==> src/hdl/bed_pkg.sv <==
`default_nettype none

package bed_pkg;

   // Geometry and field widths
   localparam int BED_MAX_WIDTH   = 256;
   localparam int MAX_HEIGHT      = 4096;
   localparam int MIN_WIDTH       = 2;
   localparam int MIN_HEIGHT      = 1;
   localparam int WIDTH_REG_W     = 9;
   localparam int HEIGHT_REG_W    = 13;
   localparam int THRESHOLD_W     = 8;
   localparam int COLOR_W         = 8;
   localparam int SUM_W           = 10;
   localparam int OUT_COLUMN_W    = 8;
   localparam int OUT_ROW_W       = 12;
   localparam int SLOT_ROW_W      = 13;
   localparam int EDGE_W          = 8;

   // Configuration port
   localparam int CSR_INDEX_W     = 2;
   localparam int CSR_DATA_W      = 13;
   localparam logic [CSR_INDEX_W-1:0] CSR_IMAGE_WIDTH    = 2'd0;
   localparam logic [CSR_INDEX_W-1:0] CSR_IMAGE_HEIGHT   = 2'd1;
   localparam logic [CSR_INDEX_W-1:0] CSR_GRAY_THRESHOLD = 2'd2;

   // Reset values of the registers
   localparam int RESET_WIDTH     = 256;
   localparam int RESET_HEIGHT    = 256;
   localparam int RESET_THRESHOLD = 127;

   // Gray level is the mean of three channels
   localparam int GRAY_DIVISOR    = 3;

   // Line memories: the current row and the two above it
   localparam int LINE_COUNT      = 3;
   localparam int LINE_SEL_W      = 2;

   // Result codes
   localparam logic [EDGE_W-1:0] EDGE_MARK = 8'd0;
   localparam logic [EDGE_W-1:0] NOT_EDGE  = 8'd255;

   // Border flags of the pixel under test
   typedef struct packed {
      logic first_row;
      logic last_row;
      logic first_col;
      logic last_col;
   } pos_flags_type;

   // Binary neighborhood held between words
   typedef struct packed {
      logic prev_bit;   // one slot back, row below the center
      logic mid_near;   // center
      logic mid_far;    // left of center
      logic top_near;   // above center
      logic top_far;    // above left of center
   } window_type;

endpackage

`default_nettype wire

==> src/hdl/binary_edge_detector.sv <==
// Channel  Direction  Handshake         Word
// req      in         req_valid/stall   is_pixel, red, green, blue
// rsp      out        rsp_valid/stall   edge_value, out_column, out_row, frame_last
// csr      in         csr_valid/ready   csr_index, csr_data (register write)
//
// One word is accepted per cycle while req_stall is low; a result passes stage one,
// then its register, after the word that completes its neighborhood (one line plus
// one pixel later) is accepted. The three line memories are each read once per word;
// only the one for the current row is written. Reset is synchronous; it restores the
// register defaults and an empty pipeline, and no clearing pass is needed.
// A stalled result register stops stage one when it holds a result, raising req_stall.

`default_nettype none

module binary_edge_detector
   import bed_pkg::*;
#(
   parameter int MAX_WIDTH = BED_MAX_WIDTH
) (
   input  wire logic                    clock,
   input  wire logic                    reset,
   input  wire logic                    req_valid,
   output logic                         req_stall,
   input  wire logic                    req_is_pixel,
   input  wire logic [COLOR_W-1:0]      req_red,
   input  wire logic [COLOR_W-1:0]      req_green,
   input  wire logic [COLOR_W-1:0]      req_blue,
   output logic                         rsp_valid,
   input  wire logic                    rsp_stall,
   output logic [EDGE_W-1:0]            rsp_edge_value,
   output logic [OUT_COLUMN_W-1:0]      rsp_out_column,
   output logic [OUT_ROW_W-1:0]         rsp_out_row,
   output logic                         rsp_frame_last,
   input  wire logic                    csr_valid,
   output logic                         csr_ready,
   input  wire logic [CSR_INDEX_W-1:0]  csr_index,
   input  wire logic [CSR_DATA_W-1:0]   csr_data
);

   localparam int COL_W = $clog2(MAX_WIDTH);
   localparam int RESET_WIDTH_EFF = (RESET_WIDTH > MAX_WIDTH) ? MAX_WIDTH : RESET_WIDTH;
   localparam int LIMIT_RESET = GRAY_DIVISOR * RESET_THRESHOLD + GRAY_DIVISOR - 1;

   // Configuration, held as last column, last row and sum limit
   logic [COL_W-1:0]         width_last_ff, width_last_in;
   logic [OUT_ROW_W-1:0]     height_last_ff, height_last_in;
   logic [SUM_W-1:0]         limit_ff, limit_in;
   logic                     csr_write;
   logic                     geometry_write;

   // Slot position
   logic [COL_W-1:0]         slot_column_ff, slot_column_in;
   logic [SLOT_ROW_W-1:0]    slot_row_ff, slot_row_in;
   logic [LINE_SEL_W-1:0]    line_sel_ff, line_sel_in;

   // Accept-side decode
   logic                     req_accept;
   logic                     in_frame;
   logic                     bubble;
   logic                     push;
   logic [SUM_W-1:0]         color_sum;
   logic                     pixel_bit;
   logic                     col_nonzero;
   logic [COL_W-1:0]         center_col;
   logic [SLOT_ROW_W-1:0]    row_back;
   logic [SLOT_ROW_W-1:0]    center_row;
   logic                     emit;
   pos_flags_type            flags;
   logic                     frame_end;

   // Stage one
   logic                     s1_valid_ff, s1_valid_in;
   logic                     s1_emit_ff;
   logic                     s1_bit_ff;
   logic [LINE_SEL_W-1:0]    s1_sel_ff;
   logic [COL_W-1:0]         s1_col_ff;
   logic [OUT_ROW_W-1:0]     s1_row_ff;
   pos_flags_type            s1_flags_ff;
   logic                     s1_go;
   logic                     line_rd_ff [LINE_COUNT];
   logic [LINE_SEL_W-1:0]    up_idx;
   logic [LINE_SEL_W-1:0]    up2_idx;
   logic                     up_bit;
   logic                     up2_bit;
   window_type               win_ff, win_in;
   logic                     any_white;
   logic                     is_edge;

   // Result register
   logic                     rsp_valid_ff, rsp_valid_in;
   logic [EDGE_W-1:0]        rsp_edge_value_ff;
   logic [OUT_COLUMN_W-1:0]  rsp_out_column_ff;
   logic [OUT_ROW_W-1:0]     rsp_out_row_ff;
   logic                     rsp_frame_last_ff;

   // ---------------------------------------------------------------------------------
   // Configuration port
   // ---------------------------------------------------------------------------------

   assign csr_ready      = 1'b1;
   assign csr_write      = csr_valid & csr_ready;
   assign geometry_write = csr_write &
                           ((csr_index == CSR_IMAGE_WIDTH) || (csr_index == CSR_IMAGE_HEIGHT));

   // Clamp geometry at write time
   always_comb begin
      int unsigned width_req;
      int unsigned height_req;
      int unsigned width_eff;
      int unsigned height_eff;
      width_last_in  = width_last_ff;
      height_last_in = height_last_ff;
      limit_in       = limit_ff;
      width_req      = 32'(csr_data[WIDTH_REG_W-1:0]);
      height_req     = 32'(csr_data[HEIGHT_REG_W-1:0]);
      width_eff      = width_req;
      height_eff     = height_req;
      if (width_req < MIN_WIDTH) begin
         width_eff = MIN_WIDTH;
      end else if (width_req > MAX_WIDTH) begin
         width_eff = MAX_WIDTH;
      end
      if (height_req < MIN_HEIGHT) begin
         height_eff = MIN_HEIGHT;
      end else if (height_req > MAX_HEIGHT) begin
         height_eff = MAX_HEIGHT;
      end
      if (csr_write) begin
         case (csr_index)
            CSR_IMAGE_WIDTH: begin
               width_last_in = COL_W'(width_eff - 1);
            end
            CSR_IMAGE_HEIGHT: begin
               height_last_in = OUT_ROW_W'(height_eff - 1);
            end
            CSR_GRAY_THRESHOLD: begin
               // mean > t  <=>  sum > 3t + 2
               limit_in = SUM_W'(GRAY_DIVISOR * 32'(csr_data[THRESHOLD_W-1:0]) +
                                 GRAY_DIVISOR - 1);
            end
            default: begin
            end
         endcase
      end
   end

   // ---------------------------------------------------------------------------------
   // Accept side: binarize, locate the pixel under test, advance the slot
   // ---------------------------------------------------------------------------------

   assign req_accept  = req_valid & ~req_stall;
   assign in_frame    = slot_row_ff <= {1'b0, height_last_ff};
   assign bubble      = ~req_is_pixel & in_frame;
   assign push        = req_accept & ~bubble;
   assign color_sum   = {2'b00, req_red} + {2'b00, req_green} + {2'b00, req_blue};
   assign pixel_bit   = in_frame & (color_sum > limit_ff);

   // The center trails by one line plus one pixel
   assign col_nonzero = slot_column_ff != '0;
   assign center_col  = col_nonzero ? (slot_column_ff - 1'b1) : width_last_ff;
   assign row_back    = col_nonzero ? SLOT_ROW_W'(1) : SLOT_ROW_W'(2);
   assign center_row  = slot_row_ff - row_back;
   assign emit        = (slot_row_ff >= row_back) &&
                        (center_row <= {1'b0, height_last_ff});

   assign flags.first_row = center_row == '0;
   assign flags.last_row  = center_row[OUT_ROW_W-1:0] == height_last_ff;
   assign flags.first_col = center_col == '0;
   assign flags.last_col  = center_col == width_last_ff;
   assign frame_end       = emit & flags.last_row & flags.last_col;

   // Advance the slot; restart on frame end or geometry change
   always_comb begin
      slot_column_in = slot_column_ff;
      slot_row_in    = slot_row_ff;
      line_sel_in    = line_sel_ff;
      if (geometry_write) begin
         slot_column_in = '0;
         slot_row_in    = '0;
         line_sel_in    = '0;
      end else if (push) begin
         if (frame_end) begin
            slot_column_in = '0;
            slot_row_in    = '0;
            line_sel_in    = '0;
         end else if (slot_column_ff == width_last_ff) begin
            slot_column_in = '0;
            slot_row_in    = slot_row_ff + 1'b1;
            line_sel_in    = (line_sel_ff == LINE_SEL_W'(LINE_COUNT - 1)) ?
                             '0 : (line_sel_ff + 1'b1);
         end else begin
            slot_column_in = slot_column_ff + 1'b1;
         end
      end
   end

   // ---------------------------------------------------------------------------------
   // Line memories: write the current row, read the two rows above at the same column
   // ---------------------------------------------------------------------------------

   for (genvar i = 0; i < LINE_COUNT; i++) begin : g_line
      logic line_mem [MAX_WIDTH];

      always_ff @(posedge clock) begin
         if (push) begin
            if (line_sel_ff == LINE_SEL_W'(i)) begin
               line_mem[slot_column_ff] <= pixel_bit;
            end
            line_rd_ff[i] <= line_mem[slot_column_ff];
         end
      end
   end

   // ---------------------------------------------------------------------------------
   // Stage one: shift the window and judge the center
   // ---------------------------------------------------------------------------------

   assign s1_go       = s1_valid_ff & (~s1_emit_ff | ~rsp_valid_ff | ~rsp_stall);
   assign req_stall   = s1_valid_ff & ~s1_go;
   assign s1_valid_in = push | (s1_valid_ff & ~s1_go);

   assign up_idx  = (s1_sel_ff == '0) ? LINE_SEL_W'(LINE_COUNT - 1) : (s1_sel_ff - 1'b1);
   assign up2_idx = (s1_sel_ff == LINE_SEL_W'(LINE_COUNT - 1)) ? '0 : (s1_sel_ff + 1'b1);
   assign up_bit  = line_rd_ff[up_idx];
   assign up2_bit = line_rd_ff[up2_idx];

   // Neighbors outside the image count as black
   assign any_white =
      (win_ff.top_far  & ~s1_flags_ff.first_row & ~s1_flags_ff.first_col) |
      (s1_bit_ff       & ~s1_flags_ff.last_row  & ~s1_flags_ff.last_col)  |
      (up_bit          & ~s1_flags_ff.last_col)                           |
      (win_ff.prev_bit & ~s1_flags_ff.last_row)                           |
      (win_ff.top_near & ~s1_flags_ff.first_row)                          |
      (win_ff.mid_far  & ~s1_flags_ff.first_col);
   assign is_edge = ~win_ff.mid_near & any_white;

   always_comb begin
      win_in = win_ff;
      if (s1_go) begin
         win_in.prev_bit = s1_bit_ff;
         win_in.mid_near = up_bit;
         win_in.mid_far  = win_ff.mid_near;
         win_in.top_near = up2_bit;
         win_in.top_far  = win_ff.top_near;
      end
   end

   // Hold stage payload until the next word enters
   always_ff @(posedge clock) begin
      if (push) begin
         s1_emit_ff  <= emit;
         s1_bit_ff   <= pixel_bit;
         s1_sel_ff   <= line_sel_ff;
         s1_col_ff   <= center_col;
         s1_row_ff   <= center_row[OUT_ROW_W-1:0];
         s1_flags_ff <= flags;
      end
   end

   // ---------------------------------------------------------------------------------
   // Result register
   // ---------------------------------------------------------------------------------

   assign rsp_valid_in = (s1_go & s1_emit_ff) | (rsp_valid_ff & rsp_stall);

   always_ff @(posedge clock) begin
      if (s1_go && s1_emit_ff) begin
         rsp_edge_value_ff <= is_edge ? EDGE_MARK : NOT_EDGE;
         rsp_out_column_ff <= OUT_COLUMN_W'(s1_col_ff);
         rsp_out_row_ff    <= s1_row_ff;
         rsp_frame_last_ff <= s1_flags_ff.last_row & s1_flags_ff.last_col;
      end
   end

   assign rsp_valid      = rsp_valid_ff;
   assign rsp_edge_value = rsp_edge_value_ff;
   assign rsp_out_column = rsp_out_column_ff;
   assign rsp_out_row    = rsp_out_row_ff;
   assign rsp_frame_last = rsp_frame_last_ff;

   // ---------------------------------------------------------------------------------
   // Control registers
   // ---------------------------------------------------------------------------------

   always_ff @(posedge clock) begin
      if (reset) begin
         width_last_ff  <= COL_W'(RESET_WIDTH_EFF - 1);
         height_last_ff <= OUT_ROW_W'(RESET_HEIGHT - 1);
         limit_ff       <= SUM_W'(LIMIT_RESET);
         slot_column_ff <= '0;
         slot_row_ff    <= '0;
         line_sel_ff    <= '0;
         s1_valid_ff    <= 1'b0;
         win_ff         <= '0;
         rsp_valid_ff   <= 1'b0;
      end else begin
         width_last_ff  <= width_last_in;
         height_last_ff <= height_last_in;
         limit_ff       <= limit_in;
         slot_column_ff <= slot_column_in;
         slot_row_ff    <= slot_row_in;
         line_sel_ff    <= line_sel_in;
         s1_valid_ff    <= s1_valid_in;
         win_ff         <= win_in;
         rsp_valid_ff   <= rsp_valid_in;
      end
   end

endmodule

`default_nettype wire

==> config.mk <==
export PLATFORM = sky130hd
export DESIGN_NAME = binary_edge_detector
export DESIGN_NICKNAME = d
export VERILOG_FILES = /design/src/hdl/bed_pkg.sv /design/src/hdl/binary_edge_detector.sv
export SDC_FILE = /design/constraint.sdc
export NUM_CORES = 1
export LEC_CHECK = 0
export BUFFER_PORTS_ARGS = -buffer_cell sky130_fd_sc_hd__buf_4
export CAP_MARGIN = 15
export CORE_ASPECT_RATIO = 1.2
export CORE_UTILIZATION = 50
export CTS_CLUSTER_DIAMETER = 40
export CTS_CLUSTER_SIZE = 16
export DETAILED_ROUTE_END_ITERATION = 10
export PLACE_DENSITY = 0.68
export RECOVER_POWER = 100
export SYNTH_ARGS = -nofsm -noshare
export SYNTH_HDL_FRONTEND = slang
export SYNTH_SLANG_ARGS = --single-unit
export TNS_END_PERCENT = 20
==> constraint.sdc <==
create_clock -name clock -period 10.2 [get_ports clock]
set_input_delay 0.51 -clock clock [delete_from_list [all_inputs] [get_ports clock]]
set_output_delay 0.51 -clock clock [all_outputs]
set_load 0.005 [all_outputs]
After elaboration in Yosys (flattened, before gate mapping). Memory sizes are Yosys's and may differ from the RTL's. A register that Yosys moved wholly into a read port is not among the register bits. Cells that the tools add are included.

Add/sub/neg operators: 13. Order comparisons: 8. Reductions and logical operators: 15. Equal/unequal tests: 8. Multipliers: 1. Multiplexer cells: 33. Bitwise logic cells: 42.

Operators with widths (count): 8-bit two-way mux (12); 13-bit by 12-bit <= comparator with 1-bit output (2); 13-bit two-way mux (2); 12-bit two-way mux (2); 1-bit AND (21); 8-bit == test (2); 8-bit by 1-bit subtractor with 8-bit output (second input constant) (2); 13-bit by 1-bit adder with 13-bit output (second input constant) (1); 13-bit by 2-bit >= comparator with 1-bit output (1); 13-bit greater-than comparator (second input constant) (1); 13-bit logical NOT (1); 13-bit by 1-bit less-than comparator with 1-bit output (second input constant) (1); 13-bit by 2-bit subtractor with 13-bit output (1); 12-bit == test (1); 2-bit two-way mux (6); 1-bit inverter (12); 12-bit by 1-bit subtractor with 12-bit output (second input constant) (1); 1-bit two-way mux (11); 10-bit by 2-bit adder with 10-bit output (second input constant) (1); 9-bit by 8-bit adder with 10-bit output (1); 10-bit greater-than comparator (1); 2-bit by 8-bit multiplier with 10-bit output (first input constant) (1); 10-bit by 1-bit subtractor with 10-bit output (second input constant) (1); 8-bit by 8-bit adder with 9-bit output (1); other kinds (16) (34).

RAM bits: 771. Logic and storage cells: 149. Memories kept: 4. Output and inout port bits: 32. Input port bits: 45. Flip-flop bits (word level): 116.

Memories: g_line[0].line_mem (depth 256, bits a word 1, read ports 1, clocked after memory_dff 1, wr ports 1, line binary_edge_detector.sv:202) `logic line_mem [MAX_WIDTH];`; g_line[1].line_mem (depth 256, bits a word 1, read ports 1, clocked after memory_dff 1, wr ports 1, line binary_edge_detector.sv:202); g_line[2].line_mem (depth 256, bits a word 1, read ports 1, clocked after memory_dff 1, wr ports 1, line binary_edge_detector.sv:202); line_rd_ff (depth 3, bits a word 1, read ports 2, clocked after memory_dff 1, wr ports 3, line binary_edge_detector.sv:80) `logic line_rd_ff [LINE_COUNT];`.

Depth between registers and ports, before layout.
Depth in word-level cells: 11. Gate-level depth with buffers: 22. Depth with buffers taken out: 19.

Worst setup path after synthesis. No wires, ideal clock.

Path type: input -> register. Start point: input req_red[1]. End point: memory g_line[0].line_mem[0] (data pin). Setup time: 1.331 ns. Arrival time: 8.747 ns. Data required time: 8.869 ns. Path buffers: 0. Setup slack: 0.123 ns. Cell stages on the path: 17. Cells stage by stage: fa_1 ha_1 fa_1 a21oi_1 nor2_1 nor2_1 o21bai_1 a21oi_1 nor2b_1 o21a_1 ha_1 and3_1 nand3_1 o21ai_0 a21oi_1 o21ai_0 o221a_2.

Longest elaborated chain between the ends: 4.

RTL lines: start, declared (line binary_edge_detector.sv:25) `input wire logic [COLOR_W-1:0] req_red,`; 8-bit by 8-bit adder with 9-bit output (line binary_edge_detector.sv:155) `assign color_sum = {2'b00, req_red} + {2'b00, req_green} + {2'b00, req_blue};`; 9-bit by 8-bit adder with 10-bit output (line binary_edge_detector.sv:155); 10-bit greater-than comparator (line binary_edge_detector.sv:156) `assign pixel_bit = in_frame & (color_sum > limit_ff);`; 1-bit AND (line binary_edge_detector.sv:156); via pixel_bit (line binary_edge_detector.sv:62) `logic pixel_bit;`; end, declared (line binary_edge_detector.sv:202).

The timed path passes the listed nets, and every way through them passes these cells.

Worst setup path in the final report.
Start point: register slot_row_ff[10]. End point: memory g_line[1].line_mem[148], enable pin.

Longest elaborated chain between the ends: 6.

RTL lines: start, declared (line binary_edge_detector.sv:53) `logic [SLOT_ROW_W-1:0] slot_row_ff, slot_row_in;`; start signal, assigned (line binary_edge_detector.sv:301) `slot_row_ff <= slot_row_in;`; 13-bit by 12-bit <= comparator with 1-bit output (line binary_edge_detector.sv:152) `assign in_frame = slot_row_ff <= {1'b0, height_last_ff};`; 1-bit AND (line binary_edge_detector.sv:153) `assign bubble = ~req_is_pixel & in_frame;`; 1-bit inverter (line binary_edge_detector.sv:154) `assign push = req_accept & ~bubble;`; 1-bit AND (line binary_edge_detector.sv:154); 1-bit two-way mux (line binary_edge_detector.sv:205) `if (push) begin`; 1-bit two-way mux (implied by the code) (line binary_edge_detector.sv:207) `line_mem[slot_column_ff] <= pixel_bit;`; end, declared (line binary_edge_detector.sv:202).

No other way between the ends.

==> results.cfg <==
[status]
status = finished with violations
violations = capacitance limit, slew limit

[sta]
fin_ws_ps = 2410
finalHoldViolations = 0
final.min_clock_period_ps = 7790
drv_slew = 801
fin_crit_sh_pct = 76.4
worst_slew_pin_slew_ps = 4850
whs_ps = 112
setup_tns_ps = 0
fin_skew_ps = 27.0
rsz0062_at_grt = false
setup_viol = 0
max_freq_ghz = 0.128
maxSlewHeadroom_pct = -223

[routing]
wl_um = 96500
drc = 0
first_iter_violations = 2650
ant_nets = 0
vias = 25384
vias_per_cell = 6.00
wire_per_inst_um = 22.8
firstDrtPassIters = 5

[worst_hold_path]
min_from = rsp_stall
min_path_type = input port to flop

[die]
start_util_pct = 50.8
dieArea_sq_um = 83500
rows = 114
die_h_um = 316
fp.dieW_um = 264
core-area_sq_um = 81000
io_pins = 77

[clock_network]
clk_latency_ps = 670
cts_sinks = 889
post_cts_resized = 0
clk_path_buf_depth = 3
cts-buffers-inserted = 101
cts_tree = built
ctsHoldBuffers = 0
post_cts_buffers = 0
cts_root_buf = clkbuf_16
htree_num_levels = 3
clkSlewWorstSetupHoldPaths_ps = 60

[cells_and_area]
fin_cells = 4230
syn_to_final_growth_pct = 11.1
finalNetCount = 3232
drive_gt1_share_pct = 17.0
fill_cells = 6343
diodes = 0
utilization_pct = 56.5

[setup_path]
cp-start-kind = flop
cp_slowest_cell = clkbuf_2
crit_path_max_fanout = 212
path_cells = ha_1 -> nand4b_1 -> nor4_1 -> clkbuf_1 -> nor2_1 -> a32o_1 -> nor2_1 -> nor2_1 -> nand2_1 -> clkbuf_2 -> nor2_1
cp_data_required_time_ps = 10410
max_stage_delay_ps = 3420
path_class = flop to flop
crit_top_cell = nor2_1
critPathCaptureType = flop
critPathBufInv = 2
crit_path_start = slot_row_ff[10]
regToRegSetupSlack_ps = 2410
r2r_start = slot_row_ff[10]
crit_family = buffers and inverters
cp_data_arrival_time_ps = 8000

[power_and_ir_drop]
p_sw_share_pct = 24.8
seq_power_share_pct = 50.1
ir_worst_vdd_v = 0.000186
pwr-share-clk_pct = 41.2
p_int_mw = 6.78
p_sw_mw = 2.23
powerDensity_nw_per_um2 = 197
power_frac_comb_pct = 8.7
power.leakage_nw = 14.2

[placement]
place_ws_ps = 3630
hpwl_um = 57500
dp_cells = 4040
gp_congestion = 0.891
io_buffers = 75

[logic_synthesis]
yosys-top-cells-count = 839 x nor2_1, 821 x edfxtp_1, 341 x nand2_1, 240 x mux4_2, 118 x clkbuf_1
yosysMostFrequentCell = nor2_1
yosys.area.top_type = edfxtp_1
synth_edf_count = 821
avgSynthCellArea_sq_um = 13.2
yosysSeqAreaShare_pct = 63.2
yosysWarnings = 0
synth_fp_nets = 3256
synth-async-reset-ratio_pct = 0
ys_ff_latch = 889
netlist_area_sq_um = 41200
synth_cell_types = 68
netlist.area_leader.share_pct = 59.9
synthTopCellsByArea = edfxtp_1 60%, mux4_2 13%, nor2_1 7.7%
netlist_instances = 3126
synth_ff_type = edfxtp_1

[global_route]
antenna_found_initial = 0
grt_pass1_vias = 25508
overflow = 0
grt_max_degree = 245
grtUsageTotal_pct = 23.3
grt_pass1_wl_um = 148000

[flow_run]
drv_cap = 8
## final timing paths
| kind | endpoint | depth (start not counted) |
|---|---|---|
| worst min-delay path | rsp_valid | 3 |
| worst min register to register | rsp_out_column[7] | 0 |
| worst max register to register | g_line[1].line_mem[148] | 11 |
| worst max-delay path | g_line[1].line_mem[148] | 11 |
## power by group through the flow
stage                     combinational [mW]  sequential [mW]  clock (mW)
final                                  0.784             4.52        3.71
after global placement                 0.741             4.57           0
after global routing                   0.865             4.52        3.90
after detailed placement               0.783             4.57           0
after CTS                              0.787             4.49        3.76
after floorplan                        0.512             4.74           0
## worst reg2reg max path, cell delays in order (launching register included)
cell and delay (ps):
dfxtp_1 410, ha_1 350, nand4b_1 150, nor4_1 290
clkbuf_1 300, nor2_1 100, a32o_1 270, nor2_1 140
nor2_1 80, nand2_1 1200, clkbuf_2 3420, nor2_1 620
## logic make-up (layout without fill, tap and decap cells)
kind of cell | after synthesis | after routing | synth area share [%]
other | 1 | 1 | 0.00911
XOR/XNOR | 44 | 44 | 0.936
adder cells (fa/ha/maj) | 85 | 85 | 2.78
AO/OA/AOI/OAI | 207 | 207 | 3.28
multiplexers | 250 | 250 | 13.4
buffers and inverters | 296 | 356 | 3.04
AND/OR/NAND/NOR | 1354 | 1354 | 13.4
flip-flops | 889 | 889 | 63.2
## cells in the final DEF, fill, tap and decap left out, drive strengths merged, types with 6 or more instances in the layout
master      n
a21o        9
a21oi      68
a22o        7
a22oi      22
and2       13
and3       20
buf        62
bufinv      6
clkbuf    150
clkinv     29
clkinvlp    8
dfxtp      68
edfxtp    821
fa         11
ha         74
inv       101
mux2i       9
mux4      240
nand2     341
nand2b     16
nand3      38
nand4      10
nor2      839
nor2b      17
nor3       25
nor4       13
o211ai     15
o21ai      35
o21bai      7
o31ai       6
xnor2      27
xor2       17
## flip-flops by register name (all words and copies together), names as in the netlist, 5 cells and up, named ones only
register	cells
s1_col_ff	8
s1_row_ff	12
height_last_ff	12
g_line.line_mem	768
limit_ff	10
rsp_out_row	12
win_ff	5
slot_column_ff	8
slot_row_ff	13
width_last_ff	8
rsp_out_column	8
## area by class of cell
cell class,instances,area (sq um),area share [%]
Inverter,63,236,0.517
Sequential cell,889,26000,56.9
Multi-Input combinational cell,1941,13900,30.4
Clock buffer,106,2600,5.68
Timing Repair Buffer,106,787,1.72
Tap cell,1044,1310,2.86
Clock inverter,81,883,1.93
## metrics by stage
step / area (sq um) / power (mW)
final: 45700 / 9.01
after global routing: 45700 / 9.28
after CTS: 45900 / 9.04
after detailed placement: 42400 / 5.35
after global placement: 42400 / 5.31
after floorplan: 41200 / 5.25
## layer usage
layer	up-vias	track usage, %	share of wire (%)
met5	-	0	0
met4	0	8.01	3.1
met3	181	3.50	7.7
met2	1119	40.5	51
met1	12764	30.1	38
li1	11320	-	-
(Power assumes the default switching activity.)
